## src/hw/rtl/bounded_deque_with_readout_top_macros.svh

```systemverilog
// ----------------------------------------------------------------------------
// Bounded deque assertion macros
// Shared concurrent assertion forms, clocked on clk and disabled in reset.
// ----------------------------------------------------------------------------
`ifndef BOUNDED_DEQUE_WITH_READOUT_TOP_MACROS_SVH
`define BOUNDED_DEQUE_WITH_READOUT_TOP_MACROS_SVH

// Property that must hold in the same cycle as its trigger.
`define BDQ_ASSERT_NOW(label, trig, prop, msg) \
    label: assert property (@(posedge clk) disable iff (!rst_n) (trig) |-> (prop)) \
        else $error(msg);

// Property that must hold in the cycle after its trigger.
`define BDQ_ASSERT_NEXT(label, trig, prop, msg) \
    label: assert property (@(posedge clk) disable iff (!rst_n) (trig) |=> (prop)) \
        else $error(msg);

`endif

```

## src/hw/rtl/bdq_pkg.sv

```systemverilog
// ----------------------------------------------------------------------------
// bdq_pkg
// Widths, operation and status codes, and shared types of the bounded deque.
// ----------------------------------------------------------------------------
`default_nettype none

package bdq_pkg;

    localparam int DEPTH_DEF = 16;
    localparam int FUNC_W    = 3;
    localparam int DATA_W    = 32;
    localparam int STATUS_W  = 2;

    // Operation codes.
    localparam logic [FUNC_W-1:0] FN_PUSH_FRONT = 3'd0;
    localparam logic [FUNC_W-1:0] FN_PUSH_BACK  = 3'd1;
    localparam logic [FUNC_W-1:0] FN_TRAVERSE   = 3'd2;
    localparam logic [FUNC_W-1:0] FN_POP_FRONT  = 3'd3;
    localparam logic [FUNC_W-1:0] FN_POP_BACK   = 3'd4;

    // Result status codes.
    localparam logic [STATUS_W-1:0] ST_OK    = 2'd0;
    localparam logic [STATUS_W-1:0] ST_EMPTY = 2'd1;
    localparam logic [STATUS_W-1:0] ST_FULL  = 2'd2;

    typedef enum logic [1:0] {
        S_IDLE,
        S_POP_RD,
        S_TRAV
    } state_t;

    // Request from the sequencer to load one result into the output stage.
    typedef struct packed {
        logic                       load;
        logic signed [DATA_W-1:0]   data;
        logic [STATUS_W-1:0]        status;
        logic                       last;
    } rsp_load_t;

endpackage

`default_nettype wire

```

## src/hw/rtl/bdq_if.sv

```systemverilog
// ----------------------------------------------------------------------------
// bdq_if
// Valid/ready channel interfaces for the deque command and result items.
// ----------------------------------------------------------------------------
`default_nettype none

interface bdq_cmd_if;
    logic                               valid;
    logic                               ready;
    logic [bdq_pkg::FUNC_W-1:0]         func;
    logic signed [bdq_pkg::DATA_W-1:0]  value;

    modport source (output valid, output func, output value, input ready);
    modport sink   (input valid, input func, input value, output ready);
endinterface

interface bdq_rsp_if;
    logic                               valid;
    logic                               ready;
    logic signed [bdq_pkg::DATA_W-1:0]  data;
    logic [bdq_pkg::STATUS_W-1:0]       status;
    logic                               last;

    modport source (output valid, output data, output status, output last, input ready);
    modport sink   (input valid, input data, input status, input last, output ready);
endinterface

`default_nettype wire

```

## src/hw/rtl/bdq_ram.sv

```systemverilog
// ----------------------------------------------------------------------------
// bdq_ram
// Generic single-write, single-read RAM with a registered read port.
// ----------------------------------------------------------------------------
`default_nettype none

module bdq_ram #(
    parameter int WIDTH = bdq_pkg::DATA_W,
    parameter int DEPTH = bdq_pkg::DEPTH_DEF
) (
    input  wire logic                     clk,
    input  wire logic                     we,
    input  wire logic [$clog2(DEPTH)-1:0] waddr,
    input  wire logic [WIDTH-1:0]         wdata,
    input  wire logic                     re,
    input  wire logic [$clog2(DEPTH)-1:0] raddr,
    output logic [WIDTH-1:0]              rdata
);

    logic [WIDTH-1:0] mem [DEPTH];

    always_ff @(posedge clk)
    begin
        if (we)
        begin
            mem[waddr] <= wdata;
        end
        // Read data holds until the next read.
        if (re)
        begin
            rdata <= mem[raddr];
        end
    end

endmodule

`default_nettype wire

```

## src/hw/rtl/bdq_ctrl.sv

```systemverilog
// ----------------------------------------------------------------------------
// bdq_ctrl
// Sequencer: ring pointers, occupancy, front value cache and RAM accesses.
// ----------------------------------------------------------------------------
`default_nettype none

module bdq_ctrl #(
    parameter int DEPTH = bdq_pkg::DEPTH_DEF
) (
    input  wire logic                          clk,
    input  wire logic                          rst_n,
    bdq_cmd_if.sink                            cmd,
    input  wire logic                          out_free,
    output bdq_pkg::rsp_load_t                 ld,
    output logic                               mem_we,
    output logic [$clog2(DEPTH)-1:0]           mem_waddr,
    output logic [bdq_pkg::DATA_W-1:0]         mem_wdata,
    output logic                               mem_re,
    output logic [$clog2(DEPTH)-1:0]           mem_raddr,
    input  wire logic [bdq_pkg::DATA_W-1:0]    mem_rdata,
    output logic [$clog2(DEPTH+1)-1:0]         occ
);

    localparam int IDX_W = $clog2(DEPTH);
    localparam int CNT_W = $clog2(DEPTH + 1);
    localparam int SUM_W = CNT_W + 1;

    localparam logic [IDX_W-1:0] IDX_LAST = IDX_W'(DEPTH - 1);
    localparam logic [CNT_W-1:0] CNT_FULL = CNT_W'(DEPTH);
    localparam logic [SUM_W-1:0] SUM_WRAP = SUM_W'(DEPTH);

    bdq_pkg::state_t                   state_reg, state_next;
    logic [IDX_W-1:0]                  front_reg, front_next;
    logic [CNT_W-1:0]                  occ_reg, occ_next;
    logic [IDX_W-1:0]                  ptr_reg, ptr_next;
    logic [CNT_W-1:0]                  left_reg, left_next;
    logic signed [bdq_pkg::DATA_W-1:0] fval_reg, fval_next;

    logic [IDX_W-1:0] front_inc;
    logic [IDX_W-1:0] front_dec;
    logic [IDX_W-1:0] ptr_inc;
    logic [SUM_W-1:0] back_sum;
    logic [IDX_W-1:0] back_idx;
    logic             is_empty;
    logic             is_full;

    assign front_inc = (front_reg == IDX_LAST) ? '0 : front_reg + 1'b1;
    assign front_dec = (front_reg == '0) ? IDX_LAST : front_reg - 1'b1;
    assign ptr_inc   = (ptr_reg == IDX_LAST) ? '0 : ptr_reg + 1'b1;
    assign back_sum  = SUM_W'(front_reg) + SUM_W'(occ_reg);
    assign back_idx  = (back_sum >= SUM_WRAP) ? IDX_W'(back_sum - SUM_WRAP)
                                              : back_sum[IDX_W-1:0];
    assign is_empty  = (occ_reg == '0);
    assign is_full   = (occ_reg == CNT_FULL);
    assign occ       = occ_reg;

    always_comb
    begin
        state_next = state_reg;
        front_next = front_reg;
        occ_next   = occ_reg;
        ptr_next   = ptr_reg;
        left_next  = left_reg;
        fval_next  = fval_reg;
        ld         = '0;
        mem_we     = 1'b0;
        mem_waddr  = front_reg;
        mem_wdata  = cmd.value;
        mem_re     = 1'b0;
        mem_raddr  = front_reg;
        cmd.ready  = 1'b0;

        unique case (state_reg)
            bdq_pkg::S_IDLE:
            begin
                cmd.ready = out_free;
                if (cmd.valid && out_free)
                begin
                    unique case (cmd.func)
                        bdq_pkg::FN_PUSH_FRONT, bdq_pkg::FN_PUSH_BACK:
                        begin
                            if (is_full)
                            begin
                                ld.load   = 1'b1;
                                ld.data   = fval_reg;
                                ld.status = bdq_pkg::ST_FULL;
                                ld.last   = 1'b1;
                            end
                            else
                            begin
                                mem_we   = 1'b1;
                                occ_next = occ_reg + 1'b1;
                                if (cmd.func == bdq_pkg::FN_PUSH_FRONT)
                                begin
                                    mem_waddr  = front_dec;
                                    front_next = front_dec;
                                    fval_next  = cmd.value;
                                end
                                else
                                begin
                                    mem_waddr = back_idx;
                                    if (is_empty)
                                    begin
                                        fval_next = cmd.value;
                                    end
                                end
                                ld.load   = 1'b1;
                                ld.data   = fval_next;
                                ld.status = bdq_pkg::ST_OK;
                                ld.last   = 1'b1;
                            end
                        end
                        bdq_pkg::FN_TRAVERSE:
                        begin
                            if (is_empty)
                            begin
                                ld.load   = 1'b1;
                                ld.status = bdq_pkg::ST_EMPTY;
                                ld.last   = 1'b1;
                            end
                            else
                            begin
                                mem_re     = 1'b1;
                                mem_raddr  = front_reg;
                                ptr_next   = front_inc;
                                left_next  = occ_reg;
                                state_next = bdq_pkg::S_TRAV;
                            end
                        end
                        bdq_pkg::FN_POP_FRONT:
                        begin
                            if (is_empty || occ_reg == CNT_W'(1))
                            begin
                                // Popping the only entry also reports empty.
                                ld.load   = 1'b1;
                                ld.status = bdq_pkg::ST_EMPTY;
                                ld.last   = 1'b1;
                            end
                            else
                            begin
                                mem_re     = 1'b1;
                                mem_raddr  = front_inc;
                                state_next = bdq_pkg::S_POP_RD;
                            end
                            if (!is_empty)
                            begin
                                front_next = front_inc;
                                occ_next   = occ_reg - 1'b1;
                            end
                        end
                        bdq_pkg::FN_POP_BACK:
                        begin
                            if (is_empty)
                            begin
                                ld.load   = 1'b1;
                                ld.status = bdq_pkg::ST_EMPTY;
                                ld.last   = 1'b1;
                            end
                            else
                            begin
                                occ_next = occ_reg - 1'b1;
                            end
                        end
                        default:
                        begin
                            // Unused codes are consumed without effect.
                        end
                    endcase
                end
            end
            bdq_pkg::S_POP_RD:
            begin
                if (out_free)
                begin
                    ld.load    = 1'b1;
                    ld.data    = mem_rdata;
                    ld.status  = bdq_pkg::ST_OK;
                    ld.last    = 1'b1;
                    fval_next  = mem_rdata;
                    state_next = bdq_pkg::S_IDLE;
                end
            end
            bdq_pkg::S_TRAV:
            begin
                if (out_free)
                begin
                    ld.load   = 1'b1;
                    ld.data   = mem_rdata;
                    ld.status = bdq_pkg::ST_OK;
                    ld.last   = (left_reg == CNT_W'(1));
                    left_next = left_reg - 1'b1;
                    if (left_reg == CNT_W'(1))
                    begin
                        state_next = bdq_pkg::S_IDLE;
                    end
                    else
                    begin
                        mem_re    = 1'b1;
                        mem_raddr = ptr_reg;
                        ptr_next  = ptr_inc;
                    end
                end
            end
            default:
            begin
                state_next = bdq_pkg::S_IDLE;
            end
        endcase
    end

    always_ff @(posedge clk or negedge rst_n)
    begin
        if (!rst_n)
        begin
            state_reg <= bdq_pkg::S_IDLE;
            front_reg <= '0;
            occ_reg   <= '0;
            ptr_reg   <= '0;
            left_reg  <= '0;
        end
        else
        begin
            state_reg <= state_next;
            front_reg <= front_next;
            occ_reg   <= occ_next;
            ptr_reg   <= ptr_next;
            left_reg  <= left_next;
        end
    end

    // Front value cache; only read while the deque holds entries.
    always_ff @(posedge clk)
    begin
        fval_reg <= fval_next;
    end

endmodule

`default_nettype wire

```

## src/hw/rtl/bdq_out.sv

```systemverilog
// ----------------------------------------------------------------------------
// bdq_out
// Output register stage for result items.
// ----------------------------------------------------------------------------
`default_nettype none

module bdq_out (
    input  wire logic               clk,
    input  wire logic               rst_n,
    input  wire bdq_pkg::rsp_load_t ld,
    output logic                    out_free,
    bdq_rsp_if.source               rsp
);

    logic                              valid_reg;
    logic signed [bdq_pkg::DATA_W-1:0] data_reg;
    logic [bdq_pkg::STATUS_W-1:0]      status_reg;
    logic                              last_reg;

    // The stage can take a new item when empty or when its item leaves now.
    assign out_free = !valid_reg || rsp.ready;

    always_ff @(posedge clk or negedge rst_n)
    begin
        if (!rst_n)
        begin
            valid_reg <= 1'b0;
        end
        else if (out_free)
        begin
            valid_reg <= ld.load;
        end
    end

    always_ff @(posedge clk)
    begin
        if (out_free && ld.load)
        begin
            data_reg   <= ld.data;
            status_reg <= ld.status;
            last_reg   <= ld.last;
        end
    end

    assign rsp.valid  = valid_reg;
    assign rsp.data   = data_reg;
    assign rsp.status = status_reg;
    assign rsp.last   = last_reg;

endmodule

`default_nettype wire

```

## src/hw/rtl/bounded_deque_with_readout_top.sv

```systemverilog
// ----------------------------------------------------------------------------
// bounded_deque_with_readout_top
// Bounded double-ended queue in a ring RAM with a front-to-back readout.
// ----------------------------------------------------------------------------
// The cmd channel takes one item per operation: func selects push front,
// push back, traverse, pop front or pop back, and value is the word to push.
// The rsp channel returns result items with data, status and last.
// Pushes, empty pops, full pushes and empty traversals produce their single
// result in the cycle after acceptance. A pop back that succeeds produces no
// result and unused function codes are consumed silently. A pop front that
// leaves entries behind reads the new front from the ring RAM into the RAM's
// read register and then loads it into the output register once that is free.
// A traversal reads one entry per cycle from the RAM's single read port while
// the output register is free, so it answers with N results, one per cycle
// while the receiver is ready, with last set on the final one. A new command
// is taken only when the sequencer is idle and the output register is free.
// Pushes and pop backs take one item per cycle while the output register is
// free; pop fronts and traversals that read the RAM keep the sequencer busy.
// When the receiver holds ready low, the output register keeps its item and
// the sequencer waits; nothing is lost or repeated. Reset empties the deque
// at once (front index and occupancy cleared); RAM contents are not cleared.
// ----------------------------------------------------------------------------
`default_nettype none

module bounded_deque_with_readout_top #(
    parameter int DEPTH = bdq_pkg::DEPTH_DEF
) (
    input  wire logic clk,
    input  wire logic rst_n,
    bdq_cmd_if.sink   cmd,
    bdq_rsp_if.source rsp
);

`include "bounded_deque_with_readout_top_macros.svh"

    localparam int IDX_W = $clog2(DEPTH);
    localparam int CNT_W = $clog2(DEPTH + 1);

    bdq_pkg::rsp_load_t          ld;
    logic                        out_free;
    logic                        mem_we;
    logic [IDX_W-1:0]            mem_waddr;
    logic [bdq_pkg::DATA_W-1:0]  mem_wdata;
    logic                        mem_re;
    logic [IDX_W-1:0]            mem_raddr;
    logic [bdq_pkg::DATA_W-1:0]  mem_rdata;
    logic [CNT_W-1:0]            occ;

    // The ring store holds every entry; the sequencer owns both RAM ports.
    bdq_ram #(
        .WIDTH (bdq_pkg::DATA_W),
        .DEPTH (DEPTH)
    ) u_ram (
        .clk   (clk),
        .we    (mem_we),
        .waddr (mem_waddr),
        .wdata (mem_wdata),
        .re    (mem_re),
        .raddr (mem_raddr),
        .rdata (mem_rdata)
    );

    bdq_ctrl #(
        .DEPTH (DEPTH)
    ) u_ctrl (
        .clk       (clk),
        .rst_n     (rst_n),
        .cmd       (cmd),
        .out_free  (out_free),
        .ld        (ld),
        .mem_we    (mem_we),
        .mem_waddr (mem_waddr),
        .mem_wdata (mem_wdata),
        .mem_re    (mem_re),
        .mem_raddr (mem_raddr),
        .mem_rdata (mem_rdata),
        .occ       (occ)
    );

    // Output register decouples the sequencer from receiver stalls.
    bdq_out u_out (
        .clk      (clk),
        .rst_n    (rst_n),
        .ld       (ld),
        .out_free (out_free),
        .rsp      (rsp)
    );

    // A result is only loaded when the output register can take it.
    `BDQ_ASSERT_NOW(a_load_has_room, ld.load, out_free,
        "result loaded into a busy output stage")

    // Occupancy never exceeds the ring size.
    `BDQ_ASSERT_NOW(a_occ_bounded, 1'b1, occ <= CNT_W'(DEPTH),
        "occupancy above ring size")

    // A pop back on a non-empty deque removes exactly one entry.
    `BDQ_ASSERT_NEXT(a_pop_back_dec,
        cmd.valid && cmd.ready && cmd.func == bdq_pkg::FN_POP_BACK && occ != '0,
        occ == $past(occ) - 1'b1,
        "pop back did not shrink occupancy")

endmodule

`default_nettype wire

```

## src/flat_wrapper.sv

```systemverilog
// flat-port wrapper written by rule: the top's interface ports become plain ports
module bounded_deque_with_readout_top_flat 
#(
    parameter int DEPTH = bdq_pkg::DEPTH_DEF
)
  (clk, rst_n, cmd_valid, cmd_func, cmd_value, cmd_ready, rsp_valid, rsp_data, rsp_status, rsp_last, rsp_ready);
  bdq_cmd_if cmd_i ();
  bdq_rsp_if rsp_i ();
  input  wire logic clk;
  input  wire logic rst_n;
  input wire logic [$bits(cmd_i.valid)-1:0] cmd_valid;
  input wire logic [$bits(cmd_i.func)-1:0] cmd_func;
  input wire logic [$bits(cmd_i.value)-1:0] cmd_value;
  output wire logic [$bits(cmd_i.ready)-1:0] cmd_ready;
  output wire logic [$bits(rsp_i.valid)-1:0] rsp_valid;
  output wire logic [$bits(rsp_i.data)-1:0] rsp_data;
  output wire logic [$bits(rsp_i.status)-1:0] rsp_status;
  output wire logic [$bits(rsp_i.last)-1:0] rsp_last;
  input wire logic [$bits(rsp_i.ready)-1:0] rsp_ready;
  assign cmd_i.valid = cmd_valid;
  assign cmd_i.func = cmd_func;
  assign cmd_i.value = cmd_value;
  assign cmd_ready = cmd_i.ready;
  assign rsp_valid = rsp_i.valid;
  assign rsp_data = rsp_i.data;
  assign rsp_status = rsp_i.status;
  assign rsp_last = rsp_i.last;
  assign rsp_i.ready = rsp_ready;
  bounded_deque_with_readout_top #(.DEPTH(DEPTH)) u_core (.clk(clk), .rst_n(rst_n), .cmd(cmd_i), .rsp(rsp_i));
endmodule
```

## config.mk

```make
export PLATFORM = sky130hd
export DESIGN_NAME = bounded_deque_with_readout_top_flat
export DESIGN_NICKNAME = d
export VERILOG_FILES = /design/src/hw/rtl/bdq_pkg.sv /design/src/hw/rtl/bdq_if.sv /design/src/hw/rtl/bdq_ram.sv /design/src/hw/rtl/bdq_ctrl.sv /design/src/hw/rtl/bdq_out.sv /design/src/hw/rtl/bounded_deque_with_readout_top.sv /design/src/flat_wrapper.sv
export VERILOG_INCLUDE_DIRS = /design/src /design/src/hw/rtl
export SDC_FILE = /design/constraint.sdc
export NUM_CORES = 1
export LEC_CHECK = 0
export ABC_AREA = 0
export BUFFER_PORTS_ARGS = -buffer_cell sky130_fd_sc_hd__buf_4
export CORE_MARGIN = 2
export CORE_UTILIZATION = 55
export CTS_CLUSTER_DIAMETER = 120
export CTS_CLUSTER_SIZE = 40
export DETAILED_ROUTE_END_ITERATION = 7
export PLACE_DENSITY = 0.78
export SETUP_SLACK_MARGIN = 0.2
export SLEW_MARGIN = 20
export SYNTH_ARGS = -nofsm -noshare
export SYNTH_HDL_FRONTEND = slang
export SYNTH_SLANG_ARGS = --single-unit
```

## constraint.sdc

```tcl
create_clock -name clk -period 10.9 [get_ports clk]
set_clock_uncertainty 0.2 [all_clocks]
set_input_delay 2.18 -clock clk [delete_from_list [all_inputs] [get_ports clk]]
set_output_delay 2.18 -clock clk [all_outputs]
set_load 0.02 [all_outputs]
```

==> flow_summary.ini <==
[finish]
fin_cells = 2448
drive_gt1_share_pct = 10.5
final_common_cell = edfxtp_1
filler_cell_count = 3452
mostFrequentLayoutCells = 611 x edfxtp_1, 129 x nor2_1, 123 x a21boi_0, 117 x buf_4, 113 x a21oi_1
nets = 1877
regArea_mm2 = 0.0189
antennaDiodeCount = 0
multi_input_area_mm2 = 0.00728
largest_reg_flops = 512
post-route-util_pct = 59.7
max_flop_register = u_core.u_ram.mem
syn2layout_area_growth_pct = 7.06

[drt]
route.detailed.wl_per_inst_um = 26.8
dr.pass1.iters = 6
drc = 0
drt_iter0_drc = 1978
vias = 16400
ant_nets = 0
routed_via_density = 6.72
wl_um = 65700

[logic_synthesis]
postSynth.asyncResetShare_pct = 3.32
synth_top_family_by_area = compound AO/OA/AOI/OAI gates
netlist_area_mm2 = 0.0266
ys_types = 73
syn_area_per_cell_um2 = 14.6
ys.flop_type = edfxtp_1
synth-compound-area-share_pct = 16.8
synth-edff-count = 611
syn_nets = 1878
synth_cells = 1826
synthSimpleGateAreaFrac_pct = 4.97
ys_seq_area_share_pct = 70.9
synthXorXnorAreaFrac_pct = 0.362
ys_ff_latch = 632
synth_mux_area_share_pct = 3.69
yosys.area_share.adder_pct = 0.639
yosys_warnings = 0

[clock_tree]
clkLatencyLatePin_ps = 590
cts_buffers = 20
postCtsSetupRepairBufs = 0
path_clk_slew_ps = 140
cts_max_path_buffers = 3
cts_resized = 0
htree_levels = 1
root_buffer = clkbuf_16
numClockSinks = 632
hold_buffers = 0
cts_tree = built

[worst_setup_path]
required_ps = 11130
crit_path_max_incr_delay_ps = 680
crit_top_cell = buf_4
endpoint_kind = flip-flop
crit_buf_inv = 3
path_max_fanout = 105
critical_path.top_delay_family = simple AND/OR/NAND/NOR gates
critPathArrivalTime_ps = 6330
cp-start-kind = input pin
r2r_slack_ps = 5830
cpMaxStageDelayCell = buf_4
critical_path_class = in -> reg
crit_chain = buf_4, nor2b_1, or3_4, o32ai_2, a21oi_4, buf_4, nand2_8, buf_4, mux2i_1, a221o_1, o211ai_1

[worst_hold_path]
hold_class = reg -> reg

[floorplanning]
placementRows = 80
initial_core_util_pct = 55.8
core_area_mm2 = 0.0477
ioPinCount = 76
die_y_um = 224
die_area_mm2 = 0.0502
die_w_um = 224

[pwr]
power_frac_clock_pct = 13.4
power_leakage_nw = 9.44
comb_power_share_pct = 46.8
switching_share_pct = 41.1
p_per_area_mw_per_mm2 = 279
p_sw_mw = 3.27
ir_worst_vdd_mv = 0.224
power_frac_seq_pct = 39.8
intPower_mw = 4.68
p_total_mw = 7.94

[sta]
min_period_over_period_pct = 56.0
fmax_mhz = 164
hold_violations = 0
max_slew_margin_pct = 32.8
rsz0062_at_grt = false
tns_ps = 0
setup_viol = 0
drv_slew = 0
fin_crit_ps = 6100
tightestPinTransition_ps = 1010
fin_ws_ps = 4800

[global_route]
grt_max_degree = 106
grt_usage_pct = 25.9
grt_pass1_wl_um = 98500
grt_pass1_vias = 16200
antenna_found_initial = 0
overflow = 0

[place]
dpl.cell_count = 2416
dp_hpwl_um = 34400
gp_congestion = 0.917
place_ws_ps = 4190
io_buffers = 75

[flow_run]
maxCapViolations = 0

[status]
status = finished clean
[cells in the mapped netlist (all sizes together), types with 7 or more instances]
cell type,n,area [um2]
edfxtp,611,18300
nor2,149,562
a21boi,127,953
a21oi,115,579
mux2i,97,971
nand2,91,347
clkbuf,72,274
a31oi,71,459
buf,71,394
a211oi,66,500
a211o,64,561
o211ai,34,260
a221oi,32,280
a221o,31,310
o21a,31,233
o21ai,22,110
dfrtp,21,526
ha,12,150
inv,12,45.0
nor3,8,40.0
nor4,7,50.1
[power by group through the flow]
stage,sequential (mW),clock (mW),combinational (mW)
floorplan,3.24,0,2.52
finish,3.16,1.06,3.72
CTS,3.16,1.07,3.64
global route,3.19,1.14,3.99
global placement,3.21,0,3.51
detailed placement,3.21,0,3.62
[metal layers]
metal	wire (um)	share of wire (%)	global-route usage [%]	vias up
met5	0	0	0	-
met4	2010	3.1	8.99	0
met3	5500	8.4	2.32	131
met2	31900	49	43.0	896
met1	26200	40	36.4	8264
li1	-	-	-	7154
[worst register-to-register path, cell delays in order, from the launching register on]
cell,delay [ps]
dfrtp_1,680
nand2b_1,670
or3_4,300
o32ai_2,100
a21oi_4,130
buf_4,680
nand2_8,690
buf_4,680
mux2i_1,210
a221o_1,410
o211ai_1,190
[through the flow]
stage	hold WS, ps	cell area, um2
2_1_floorplan	310	26600
3_3_place_gp	346	27800
3_5_place_dp	351	27800
4_1_cts	380	28500
5_1_grt	407	28500
6_report	380	28500
[layout make-up]
| class | count | share of cell area [%] |
|---|---|---|
| Inverter | 12 | 0.158 |
| Timing Repair Buffer | 120 | 3.29 |
| Tap cell | 615 | 2.70 |
| Clock buffer | 27 | 1.92 |
| Sequential cell | 632 | 66.2 |
| Clock inverter | 3 | 0.224 |
| Multi-Input combinational cell | 1039 | 25.5 |
[cell families after synthesis]
family                     count (synthesis)
DFF                                      632
AOI/OAI and AO/OA                        617
and+or+nand+nor                          300
buffers and inverters                    155
muxes                                     98
adders and majority gates                 13
xor gates and xnor gates                  11
[final timing paths]
| check | depth (start not counted) | endpoint | startpoint |
|---|---|---|---|
| max | 11 | u_core.u_ram.rdata[24] | rsp_ready |
| min | 2 | u_core.u_ctrl.left_reg[1] | u_core.u_ctrl.left_reg[1] |
| max reg2reg | 10 | u_core.u_ram.rdata[24] | u_core.u_ctrl.state_reg[0] |
| min reg2reg | 2 | u_core.u_ctrl.left_reg[1] | u_core.u_ctrl.left_reg[1] |
| max in group asynchronous | 1 | u_core.u_ctrl.occ[4] | rst_n |
| min in group asynchronous | 1 | u_core.u_ctrl.ptr_reg[1] | rst_n |
Note: power is estimated with default switching activity, not from simulation.
